File: src/rtl/owb_pkg.sv
// ----------------------------------------------------------------------------
// One-wire bus master package
// Request and result types, command codes, phase encoding and register map.
// ----------------------------------------------------------------------------
package owb_pkg;

  localparam int CFG_W     = 11;
  localparam int CFG_IDX_W = 3;

  localparam logic [1:0] CMD_TICK  = 2'd0;
  localparam logic [1:0] CMD_RESET = 2'd1;
  localparam logic [1:0] CMD_WRITE = 2'd2;
  localparam logic [1:0] CMD_READ  = 2'd3;

  typedef struct packed {
    logic [1:0] cmd;
    logic [7:0] write_byte;
    logic       line_level;
  } in_item_t;

  typedef struct packed {
    logic       drive_low;
    logic       busy_res;
    logic       done_res;
    logic       device_present;
    logic [7:0] read_byte;
  } out_item_t;

  typedef enum logic [10:0] {
    PH_IDLE     = 11'b000_0000_0001,
    PH_RST_PRE  = 11'b000_0000_0010,
    PH_RST_LOW  = 11'b000_0000_0100,
    PH_RST_WAIT = 11'b000_0000_1000,
    PH_RST_TAIL = 11'b000_0001_0000,
    PH_WR_LOW   = 11'b000_0010_0000,
    PH_WR_HOLD  = 11'b000_0100_0000,
    PH_WR_REC   = 11'b000_1000_0000,
    PH_RD_LOW   = 11'b001_0000_0000,
    PH_RD_WAIT  = 11'b010_0000_0000,
    PH_RD_TAIL  = 11'b100_0000_0000
  } phase_t;

  typedef enum logic [CFG_IDX_W-1:0] {
    REG_RESET_LOW     = 3'd0,
    REG_PRESENCE_WAIT = 3'd1,
    REG_RESET_TAIL    = 3'd2,
    REG_WRITE_LOW     = 3'd3,
    REG_WRITE_HOLD    = 3'd4,
    REG_READ_LOW      = 3'd5,
    REG_READ_SAMPLE   = 3'd6,
    REG_READ_TAIL     = 3'd7
  } cfg_idx_t;

  typedef struct packed {
    logic [CFG_W-1:0] reset_low_ticks;
    logic [CFG_W-1:0] presence_wait_ticks;
    logic [CFG_W-1:0] reset_tail_ticks;
    logic [CFG_W-1:0] write_low_ticks;
    logic [CFG_W-1:0] write_hold_ticks;
    logic [CFG_W-1:0] read_low_ticks;
    logic [CFG_W-1:0] read_sample_ticks;
    logic [CFG_W-1:0] read_tail_ticks;
  } cfg_regs_t;

  localparam logic [CFG_W-1:0] RST_RESET_LOW     = 11'd551;
  localparam logic [CFG_W-1:0] RST_PRESENCE_WAIT = 11'd81;
  localparam logic [CFG_W-1:0] RST_RESET_TAIL    = 11'd418;
  localparam logic [CFG_W-1:0] RST_WRITE_LOW     = 11'd2;
  localparam logic [CFG_W-1:0] RST_WRITE_HOLD    = 11'd80;
  localparam logic [CFG_W-1:0] RST_READ_LOW      = 11'd3;
  localparam logic [CFG_W-1:0] RST_READ_SAMPLE   = 11'd3;
  localparam logic [CFG_W-1:0] RST_READ_TAIL     = 11'd50;

endpackage

File: src/rtl/owb_cfg.sv
// ----------------------------------------------------------------------------
// One-wire bus master timing registers
// Eight slot-length registers written through the configuration port.
// ----------------------------------------------------------------------------
module owb_cfg (
  input  logic                                clk,
  input  logic                                rst_n,
  input  logic                                wr_en,
  input  logic [owb_pkg::CFG_IDX_W-1:0]       wr_index,
  input  logic [owb_pkg::CFG_W-1:0]           wr_data,
  output owb_pkg::cfg_regs_t                  regs
);

  owb_pkg::cfg_regs_t regs_r;
  owb_pkg::cfg_regs_t regs_nxt;

  always_comb begin
    regs_nxt = regs_r;
    if (wr_en) begin
      unique case (owb_pkg::cfg_idx_t'(wr_index))
        owb_pkg::REG_RESET_LOW:     regs_nxt.reset_low_ticks     = wr_data;
        owb_pkg::REG_PRESENCE_WAIT: regs_nxt.presence_wait_ticks = wr_data;
        owb_pkg::REG_RESET_TAIL:    regs_nxt.reset_tail_ticks    = wr_data;
        owb_pkg::REG_WRITE_LOW:     regs_nxt.write_low_ticks     = wr_data;
        owb_pkg::REG_WRITE_HOLD:    regs_nxt.write_hold_ticks    = wr_data;
        owb_pkg::REG_READ_LOW:      regs_nxt.read_low_ticks      = wr_data;
        owb_pkg::REG_READ_SAMPLE:   regs_nxt.read_sample_ticks   = wr_data;
        owb_pkg::REG_READ_TAIL:     regs_nxt.read_tail_ticks     = wr_data;
      endcase
    end
  end

  always_ff @(posedge clk) begin
    if (!rst_n) begin
      regs_r.reset_low_ticks     <= owb_pkg::RST_RESET_LOW;
      regs_r.presence_wait_ticks <= owb_pkg::RST_PRESENCE_WAIT;
      regs_r.reset_tail_ticks    <= owb_pkg::RST_RESET_TAIL;
      regs_r.write_low_ticks     <= owb_pkg::RST_WRITE_LOW;
      regs_r.write_hold_ticks    <= owb_pkg::RST_WRITE_HOLD;
      regs_r.read_low_ticks      <= owb_pkg::RST_READ_LOW;
      regs_r.read_sample_ticks   <= owb_pkg::RST_READ_SAMPLE;
      regs_r.read_tail_ticks     <= owb_pkg::RST_READ_TAIL;
    end else begin
      regs_r <= regs_nxt;
    end
  end

  assign regs = regs_r;

endmodule

File: src/rtl/owb_ctrl.sv
// ----------------------------------------------------------------------------
// One-wire bus master slot sequencer
// Phase state machine, tick counter and bit shifter; one request per cycle.
// ----------------------------------------------------------------------------
module owb_ctrl #(
  parameter int RESET_PREAMBLE_TICKS = 3,
  parameter int WRITE_RECOVERY_TICKS = 2,
  parameter int TICK_COUNT_BITS      = 11
) (
  input  logic                clk,
  input  logic                rst_n,
  input  logic                item_valid,
  input  owb_pkg::in_item_t   item,
  input  owb_pkg::cfg_regs_t  cfg,
  output owb_pkg::out_item_t  res
);

  localparam int CMP_W = (TICK_COUNT_BITS > owb_pkg::CFG_W) ? TICK_COUNT_BITS : owb_pkg::CFG_W;
  localparam logic [CMP_W-1:0] CNT_MAX = CMP_W'((1 << TICK_COUNT_BITS) - 1);
  localparam logic [CMP_W-1:0] PRE_LEN = CMP_W'(RESET_PREAMBLE_TICKS);
  localparam logic [CMP_W-1:0] REC_LEN = CMP_W'(WRITE_RECOVERY_TICKS);
  localparam owb_pkg::phase_t RST_ENTRY =
    (RESET_PREAMBLE_TICKS > 0) ? owb_pkg::PH_RST_PRE : owb_pkg::PH_RST_LOW;

  owb_pkg::phase_t              phase_r,    phase_nxt;
  logic [TICK_COUNT_BITS-1:0]   tick_r,     tick_nxt;
  logic [2:0]                   bit_r,      bit_nxt;
  logic [7:0]                   shift_r,    shift_nxt;
  logic                         pres_r,     pres_nxt;

  logic [TICK_COUNT_BITS-1:0]   cnt_inc;
  logic [CMP_W-1:0]             len_raw;
  logic [CMP_W-1:0]             len;
  logic                         phase_end;
  logic                         done;
  logic                         present;
  logic [7:0]                   rb;

  always_comb begin
    unique case (phase_r)
      owb_pkg::PH_RST_PRE:  len_raw = PRE_LEN;
      owb_pkg::PH_RST_LOW:  len_raw = CMP_W'(cfg.reset_low_ticks);
      owb_pkg::PH_RST_WAIT: len_raw = CMP_W'(cfg.presence_wait_ticks);
      owb_pkg::PH_RST_TAIL: len_raw = CMP_W'(cfg.reset_tail_ticks);
      owb_pkg::PH_WR_LOW:   len_raw = CMP_W'(cfg.write_low_ticks);
      owb_pkg::PH_WR_HOLD:  len_raw = CMP_W'(cfg.write_hold_ticks);
      owb_pkg::PH_WR_REC:   len_raw = REC_LEN;
      owb_pkg::PH_RD_LOW:   len_raw = CMP_W'(cfg.read_low_ticks);
      owb_pkg::PH_RD_WAIT:  len_raw = CMP_W'(cfg.read_sample_ticks);
      owb_pkg::PH_RD_TAIL:  len_raw = CMP_W'(cfg.read_tail_ticks);
      default:              len_raw = CMP_W'(1);
    endcase
    if (len_raw == '0) begin
      len = CMP_W'(1);
    end else if (len_raw > CNT_MAX) begin
      len = CNT_MAX;
    end else begin
      len = len_raw;
    end
    cnt_inc   = (&tick_r) ? tick_r : tick_r + 1'b1;
    phase_end = CMP_W'(cnt_inc) >= len;
  end

  always_comb begin
    phase_nxt = phase_r;
    tick_nxt  = tick_r;
    bit_nxt   = bit_r;
    shift_nxt = shift_r;
    pres_nxt  = pres_r;
    done      = 1'b0;
    present   = 1'b0;
    rb        = '0;
    if (item_valid) begin
      if (phase_r == owb_pkg::PH_IDLE) begin
        unique case (item.cmd)
          owb_pkg::CMD_RESET: begin
            pres_nxt  = 1'b0;
            shift_nxt = '0;
            bit_nxt   = '0;
            phase_nxt = RST_ENTRY;
            tick_nxt  = '0;
          end
          owb_pkg::CMD_WRITE: begin
            shift_nxt = item.write_byte;
            bit_nxt   = '0;
            phase_nxt = owb_pkg::PH_WR_LOW;
            tick_nxt  = '0;
          end
          owb_pkg::CMD_READ: begin
            shift_nxt = '0;
            bit_nxt   = '0;
            phase_nxt = owb_pkg::PH_RD_LOW;
            tick_nxt  = '0;
          end
          default: ;
        endcase
      end else if (item.cmd == owb_pkg::CMD_TICK) begin
        tick_nxt = cnt_inc;
        if (phase_end) begin
          tick_nxt = '0;
          unique case (phase_r)
            owb_pkg::PH_RST_PRE:  phase_nxt = owb_pkg::PH_RST_LOW;
            owb_pkg::PH_RST_LOW:  phase_nxt = owb_pkg::PH_RST_WAIT;
            owb_pkg::PH_RST_WAIT: begin
              pres_nxt  = !item.line_level;
              phase_nxt = owb_pkg::PH_RST_TAIL;
            end
            owb_pkg::PH_RST_TAIL: begin
              present   = pres_r && item.line_level;
              done      = 1'b1;
              phase_nxt = owb_pkg::PH_IDLE;
            end
            owb_pkg::PH_WR_LOW:   phase_nxt = owb_pkg::PH_WR_HOLD;
            owb_pkg::PH_WR_HOLD:  phase_nxt = owb_pkg::PH_WR_REC;
            owb_pkg::PH_WR_REC: begin
              shift_nxt = {1'b0, shift_r[7:1]};
              if (&bit_r) begin
                bit_nxt   = '0;
                done      = 1'b1;
                phase_nxt = owb_pkg::PH_IDLE;
              end else begin
                bit_nxt   = bit_r + 1'b1;
                phase_nxt = owb_pkg::PH_WR_LOW;
              end
            end
            owb_pkg::PH_RD_LOW:   phase_nxt = owb_pkg::PH_RD_WAIT;
            owb_pkg::PH_RD_WAIT: begin
              shift_nxt = {item.line_level, shift_r[7:1]};
              phase_nxt = owb_pkg::PH_RD_TAIL;
            end
            owb_pkg::PH_RD_TAIL: begin
              if (&bit_r) begin
                bit_nxt   = '0;
                done      = 1'b1;
                rb        = shift_r;
                phase_nxt = owb_pkg::PH_IDLE;
              end else begin
                bit_nxt   = bit_r + 1'b1;
                phase_nxt = owb_pkg::PH_RD_LOW;
              end
            end
            default: phase_nxt = owb_pkg::PH_IDLE;
          endcase
        end
      end
    end
  end

  always_comb begin
    res.drive_low = (phase_nxt == owb_pkg::PH_RST_LOW) ||
                    (phase_nxt == owb_pkg::PH_WR_LOW)  ||
                    (phase_nxt == owb_pkg::PH_RD_LOW)  ||
                    ((phase_nxt == owb_pkg::PH_WR_HOLD) && !shift_nxt[0]);
    res.busy_res       = phase_nxt != owb_pkg::PH_IDLE;
    res.done_res       = done;
    res.device_present = present;
    res.read_byte      = rb;
  end

  always_ff @(posedge clk) begin
    if (!rst_n) begin
      phase_r <= owb_pkg::PH_IDLE;
      tick_r  <= '0;
      bit_r   <= '0;
      shift_r <= '0;
      pres_r  <= 1'b0;
    end else begin
      phase_r <= phase_nxt;
      tick_r  <= tick_nxt;
      bit_r   <= bit_nxt;
      shift_r <= shift_nxt;
      pres_r  <= pres_nxt;
    end
  end

endmodule

File: src/rtl/one_wire_bus_master.sv
// A request accepted into the request register passes through the sequencer, and its
// result is registered in the output register, which drives the output port.
// Throughput: one request per cycle, set by the single-pass sequencer; a stalled
// result holds the request register, which then stalls the input.
// Reset (rst_n low, synchronous) returns the sequencer to idle, clears both
// stages and loads the default slot timings.
// ----------------------------------------------------------------------------
// One-wire bus master
// Reset/presence, write-byte and read-byte slot generator driven by ticks.
// ----------------------------------------------------------------------------
module one_wire_bus_master #(
  parameter int RESET_PREAMBLE_TICKS = 3,
  parameter int WRITE_RECOVERY_TICKS = 2,
  parameter int TICK_COUNT_BITS      = 11
) (
  input  logic                           clk,
  input  logic                           rst_n,
  input  logic                           in_valid,
  output logic                           in_stall,
  input  owb_pkg::in_item_t              in_data,
  output logic                           out_valid,
  input  logic                           out_stall,
  output owb_pkg::out_item_t             out_data,
  input  logic                           cfg_valid,
  output logic                           cfg_ready,
  input  logic [owb_pkg::CFG_IDX_W-1:0]  cfg_index,
  input  logic [owb_pkg::CFG_W-1:0]      cfg_data
);

  logic                in_valid_r;
  owb_pkg::in_item_t   in_data_r;
  logic                out_valid_r;
  owb_pkg::out_item_t  out_data_r;
  logic                advance;
  owb_pkg::cfg_regs_t  cfg_regs;
  owb_pkg::out_item_t  res;

  assign advance   = !out_valid_r || !out_stall;
  assign in_stall  = in_valid_r && !advance;
  assign cfg_ready = 1'b1;

  owb_cfg u_cfg (
    .clk      (clk),
    .rst_n    (rst_n),
    .wr_en    (cfg_valid && cfg_ready),
    .wr_index (cfg_index),
    .wr_data  (cfg_data),
    .regs     (cfg_regs)
  );

  owb_ctrl #(
    .RESET_PREAMBLE_TICKS (RESET_PREAMBLE_TICKS),
    .WRITE_RECOVERY_TICKS (WRITE_RECOVERY_TICKS),
    .TICK_COUNT_BITS      (TICK_COUNT_BITS)
  ) u_ctrl (
    .clk        (clk),
    .rst_n      (rst_n),
    .item_valid (in_valid_r && advance),
    .item       (in_data_r),
    .cfg        (cfg_regs),
    .res        (res)
  );

  always_ff @(posedge clk) begin
    if (!rst_n) begin
      in_valid_r  <= 1'b0;
      out_valid_r <= 1'b0;
    end else begin
      if (!in_stall) begin
        in_valid_r <= in_valid;
      end
      if (advance) begin
        out_valid_r <= in_valid_r;
      end
    end
  end

  always_ff @(posedge clk) begin
    if (!in_stall && in_valid) begin
      in_data_r <= in_data;
    end
    if (advance && in_valid_r) begin
      out_data_r <= res;
    end
  end

  assign out_valid = out_valid_r;
  assign out_data  = out_data_r;

endmodule

File: config.mk
export PLATFORM = sky130hd
export DESIGN_NAME = one_wire_bus_master
export DESIGN_NICKNAME = d
export VERILOG_FILES = /design/src/rtl/owb_pkg.sv /design/src/rtl/owb_cfg.sv /design/src/rtl/owb_ctrl.sv /design/src/rtl/one_wire_bus_master.sv
export SDC_FILE = /design/constraint.sdc
export NUM_CORES = 1
export LEC_CHECK = 0
export BUFFER_PORTS_ARGS = -buffer_cell sky130_fd_sc_hd__buf_2
export CAP_MARGIN = 0
export CORE_MARGIN = 2
export CORE_UTILIZATION = 65
export CTS_BUF_LIST = sky130_fd_sc_hd__clkbuf_4
export CTS_CLUSTER_SIZE = 30
export DETAILED_ROUTE_END_ITERATION = 10
export GPL_ROUTABILITY_DRIVEN = 1
export PLACE_DENSITY_LB_ADDON = 0.1
export SKIP_CTS_REPAIR_TIMING = 1
export SYNTH_ARGS = -nofsm -noshare
export SYNTH_HDL_FRONTEND = slang
export SYNTH_HIERARCHICAL = 1
export SYNTH_SLANG_ARGS = --single-unit
File: constraint.sdc
create_clock -name clk -period 6.2 [get_ports clk]
set_input_delay 1.24 -clock clk [delete_from_list [all_inputs] [get_ports clk]]
set_output_delay 1.24 -clock clk [all_outputs]
set_load 0.1 [all_outputs]
==> results.sh <==
export IMPL_post_route_utilization_pct=71.5
export IMPL_area_growth_pct=5.81
export IMPL_whs_endpoint="u_ctrl/bit_r[2]"
export IMPL_final_critical_path_time_including_i_o_delays_and_setup_ns=5.47
export IMPL_final_layout_size_suffix_gt1_share_pct=12.7
export IMPL_timing_final_hold_violations=0
export IMPL_number_of_warning_messages_in_the_yosys_log=6
export IMPL_dp_worst_setup_slack_ns=0.971
export IMPL_routed_via_count=5710
export IMPL_insertion_delay_ns=0.55
export IMPL_io_pins=45
export IMPL_grt_max_degree=111
export IMPL_synth_top_flop_cell="dfxtp_1"
export IMPL_clock_tree_buffer_depth=2
export IMPL_setup_reg_to_reg_worst_slack_ns=0.73
export IMPL_global_route_wire_length_before_repair_um=28400
export IMPL_tns_ns=0
export IMPL_via_per_inst=6.39
export IMPL_tritoncts_clock_tree="built"
export IMPL_synth_cell_types=62
export IMPL_dr_pass1_iters=6
export IMPL_syn_inst=729
export IMPL_maxClockFrequency_ghz=0.183
export IMPL_min_path_cells=2
export IMPL_synth_xor_area_share_pct=1.62
export IMPL_cp_slowest_cell="nor2_1"
export IMPL_worstPathRequired_ns=6.60
export IMPL_final_nets=789
export IMPL_reg2reg_to="out_data[11]"
export IMPL_number_of_buffers_added_by_the_clock_tree_synthesis_step=17
export IMPL_antenna_cells_inserted=0
export IMPL_vdd_ir_drop_max_mv=0.194
export IMPL_port_buffers=43
export IMPL_chipHeight_um=108
export IMPL_die_w_um=108
export IMPL_outcome="completed"
export IMPL_syn_mean_instance_area_um2=9.65
export IMPL_grt_pass1_vias=5502
export IMPL_critPathTopFamily="simple AND/OR/NAND/NOR gates"
export IMPL_grt_util_all_layers_pct=31.9
export IMPL_cp_max_fo=12
export IMPL_setup_slack_ns=0.733
export IMPL_initialDrtViolationCount=581
export IMPL_final_setup_violation_count=0
export IMPL_r2r_start="u_ctrl/phase_r[6]"
export IMPL_grt_antenna_before_repair=0
export IMPL_worst_clock_skew_on_the_final_layout_ns=0.0262
export IMPL_area_share_of_and_or_nand_nor_cells_after_synthesis_pct=22.3
export IMPL_initial_core_util_pct=67.6
export IMPL_layout_worst_path_cycle_share_pct=88.2
export IMPL_post_synthesis_sequential_area_ratio_pct=45.1
export IMPL_power_static_leakage_uw=0.00317
export IMPL_htreeDepth=4
export IMPL_clockRootBuffer="clkbuf_4"
export IMPL_post_syn_area_mm2=0.00704
export IMPL_place_gp_congestion=0.984
export IMPL_drc=0
export IMPL_synth_compound_area_share_pct=10.8
export IMPL_synth_async_reset_ratio_pct=0
export IMPL_ant_nets=0
export IMPL_arrival_ns=5.86
export IMPL_hold_class="register to register"
export IMPL_design_die_area_mm2=0.0117
export IMPL_critical_path_n_buffers_inverters=0
export IMPL_critical_path_s_largest_stage_delay_ns=0.65
export IMPL_floorplan_core_area_mm2=0.0104
export IMPL_yosys_register_bits=147
export IMPL_row_count=37
export IMPL_holdCritStartpoint="u_ctrl/bit_r[2]"
export IMPL_synth_fa_ha_area_share_pct=2.49
export IMPL_final_max_slew_viol_count=0
export IMPL_grt_overflow=0
export IMPL_synth_enable_flop_cells=23
export IMPL_average_wire_length_per_cell_after_detail_routing_um=19.9
export IMPL_critPathCaptureType="register"
export IMPL_critical_path_class="register to register"
export IMPL_rsz0062_at_grt="false"
export IMPL_synth_net_count=773
export IMPL_worstPathCellList="nor3_1 > nand2_1 > nor2_1 > and3_1 > a22oi_1 > and3_1 > and4_1 > nand3_1 > o21ai_1 > ha_1 > nor2b_1 > o21ai_0 > a21oi_1 > a21o_1 > nor2_1 > mux2i_1 > mux2i_1 > a22oi_1 > nor3b_2"
export IMPL_clock_sinks=147
export IMPL_routed_wirelength_um=17800
export IMPL_dp_hpwl_um=12300
export IMPL_worst_setup_hold_path_clk_slew_ns=0.14
export IMPL_power_density_cell_area_mw_per_mm2=231
export IMPL_worst_r2r_cell_count=19
export IMPL_relSlewSlack_pct=25.4
export IMPL_post_synth_mux_area_share_pct=13.7
export IMPL_combinational_family_with_the_most_area_after_synthesis="simple AND/OR/NAND/NOR gates"
export IMPL_number_of_max_cap_violations=0
export IMPL_critPathLaunchType="register"
export IMPL_slew_at_the_pin_closest_to_its_max_slew_limit_ns=1.12
area by class of cell:
cell class | instances | area (µm²)
Fill cell | 838 | 2970
Inverter | 3 | 11.3
Tap cell | 136 | 170
Clock buffer | 17 | 128
Clock inverter | 14 | 111
Multi-Input combinational cell | 527 | 3590
Timing Repair Buffer | 49 | 260
Sequential cell | 147 | 3170
metal layers:
layer	routed length (µm)	part of all wire, %	track usage, %
met2	8790	49	52.9
met3	1280	7.2	7.29
met4	441	2.5	12.2
met5	0	0	0
met1	7250	41	40.6
synthesized netlist by cell type (4+ instances only):
master / count / share of area, %
o21ai_0: 9 / 0.64
nor3_1: 16 / 1.1
buf_2: 25 / 1.8
edfxtp_1: 23 / 9.8
clkbuf_1: 20 / 1.1
nand2_1: 106 / 5.7
ha_1: 14 / 2.5
nand4b_1: 4 / 0.50
nand3_1: 12 / 0.85
a21oi_1: 17 / 1.2
nor2_1: 51 / 2.7
a22oi_1: 26 / 2.8
nand4_1: 10 / 0.89
xnor2_1: 11 / 1.4
and3_1: 22 / 2.0
a221oi_1: 8 / 1.0
buf_4: 4 / 0.43
nand2b_1: 5 / 0.44
nor2b_1: 42 / 3.7
mux2i_1: 93 / 13
dfxtp_1: 124 / 35
and2_1: 10 / 0.89
a222oi_1: 19 / 2.7
through the flow:
stage | area (µm²) | hold slack (ns) | total power (µW) | std cells
after floorplan | 7040 | 0.434 | 1160 | 729
after global placement | 7210 | 0.446 | 1200 | 862
after detailed placement | 7210 | 0.455 | 1210 | 862
after CTS | 7450 | 0.470 | 1730 | 893
after global routing | 7450 | 0.492 | 1800 | 893
final | 7450 | 0.471 | 1720 | 893
placed cells by master (no fill, tap or decap), drive strengths merged, types with 3 or more instances in the layout:
cell type,count
or2,3
a31oi,3
mux2i,93
ha,14
nand3,12
a222oi,19
clkbuf,17
mux2,3
and3,23
a22oi,26
a211oi,3
o21ai,14
xnor2,11
nor2,51
edfxtp,23
buf,49
nand2b,5
nand2,106
nor4,3
nand4,10
nor2b,42
and2,10
and4,3
dfxtp,124
nor3,17
clkinv,8
a21oi,18
nand4b,4
inv,7
a221oi,8
registers in the layout, summed over array words and instances (netlist names):
| name | cells |
|---|---|
| out_data | 12 |
| u_ctrl/shift_r | 8 |
| u_ctrl/tick_r | 11 |
| u_ctrl/bit_r | 3 |
| u_ctrl/phase_r | 11 |
| in_valid_r | 1 |
| out_valid | 1 |
| u_cfg/regs | 88 |
| u_ctrl/pres_r | 1 |
| in_data_r | 11 |
cells by family (layout without fill, tap and decap cells):
group,count (synthesis),in the layout
simple gates,302,302
flops,147,147
compound gates,101,101
mux,96,96
buf+inv,55,83
fa+ha+maj,14,14
xor+xnor,13,13
other cells,1,1
how the worst max path moves through the flow:
stage | from | endpoint | depth (start not counted)
2_1_floorplan | out_stall | out_data[10] | 8
3_3_place_gp | u_ctrl/phase_r[1] | out_data[11] | 19
3_5_place_dp | u_ctrl/phase_r[6] | out_data[11] | 19
4_1_cts | u_ctrl/phase_r[6] | out_data[11] | 19
5_1_grt | u_ctrl/phase_r[6] | out_data[11] | 19
6_report | u_ctrl/phase_r[6] | out_data[11] | 19
tightest hold or removal path, cell delays in order (launching register included):
cell and delay, ns:
dfxtp_1 0.33, nand2_1 0.05, a21oi_1 0.05
where the power goes:
group	switching (µW)	leakage, µW	internal, µW
Sequential	16.8	0.00122	995
Combinational	123	0.00182	51.8
Clock	341	0.000133	194
Total	481	0.00317	1240
No activity file was read; power rests on OpenSTA's default activity.
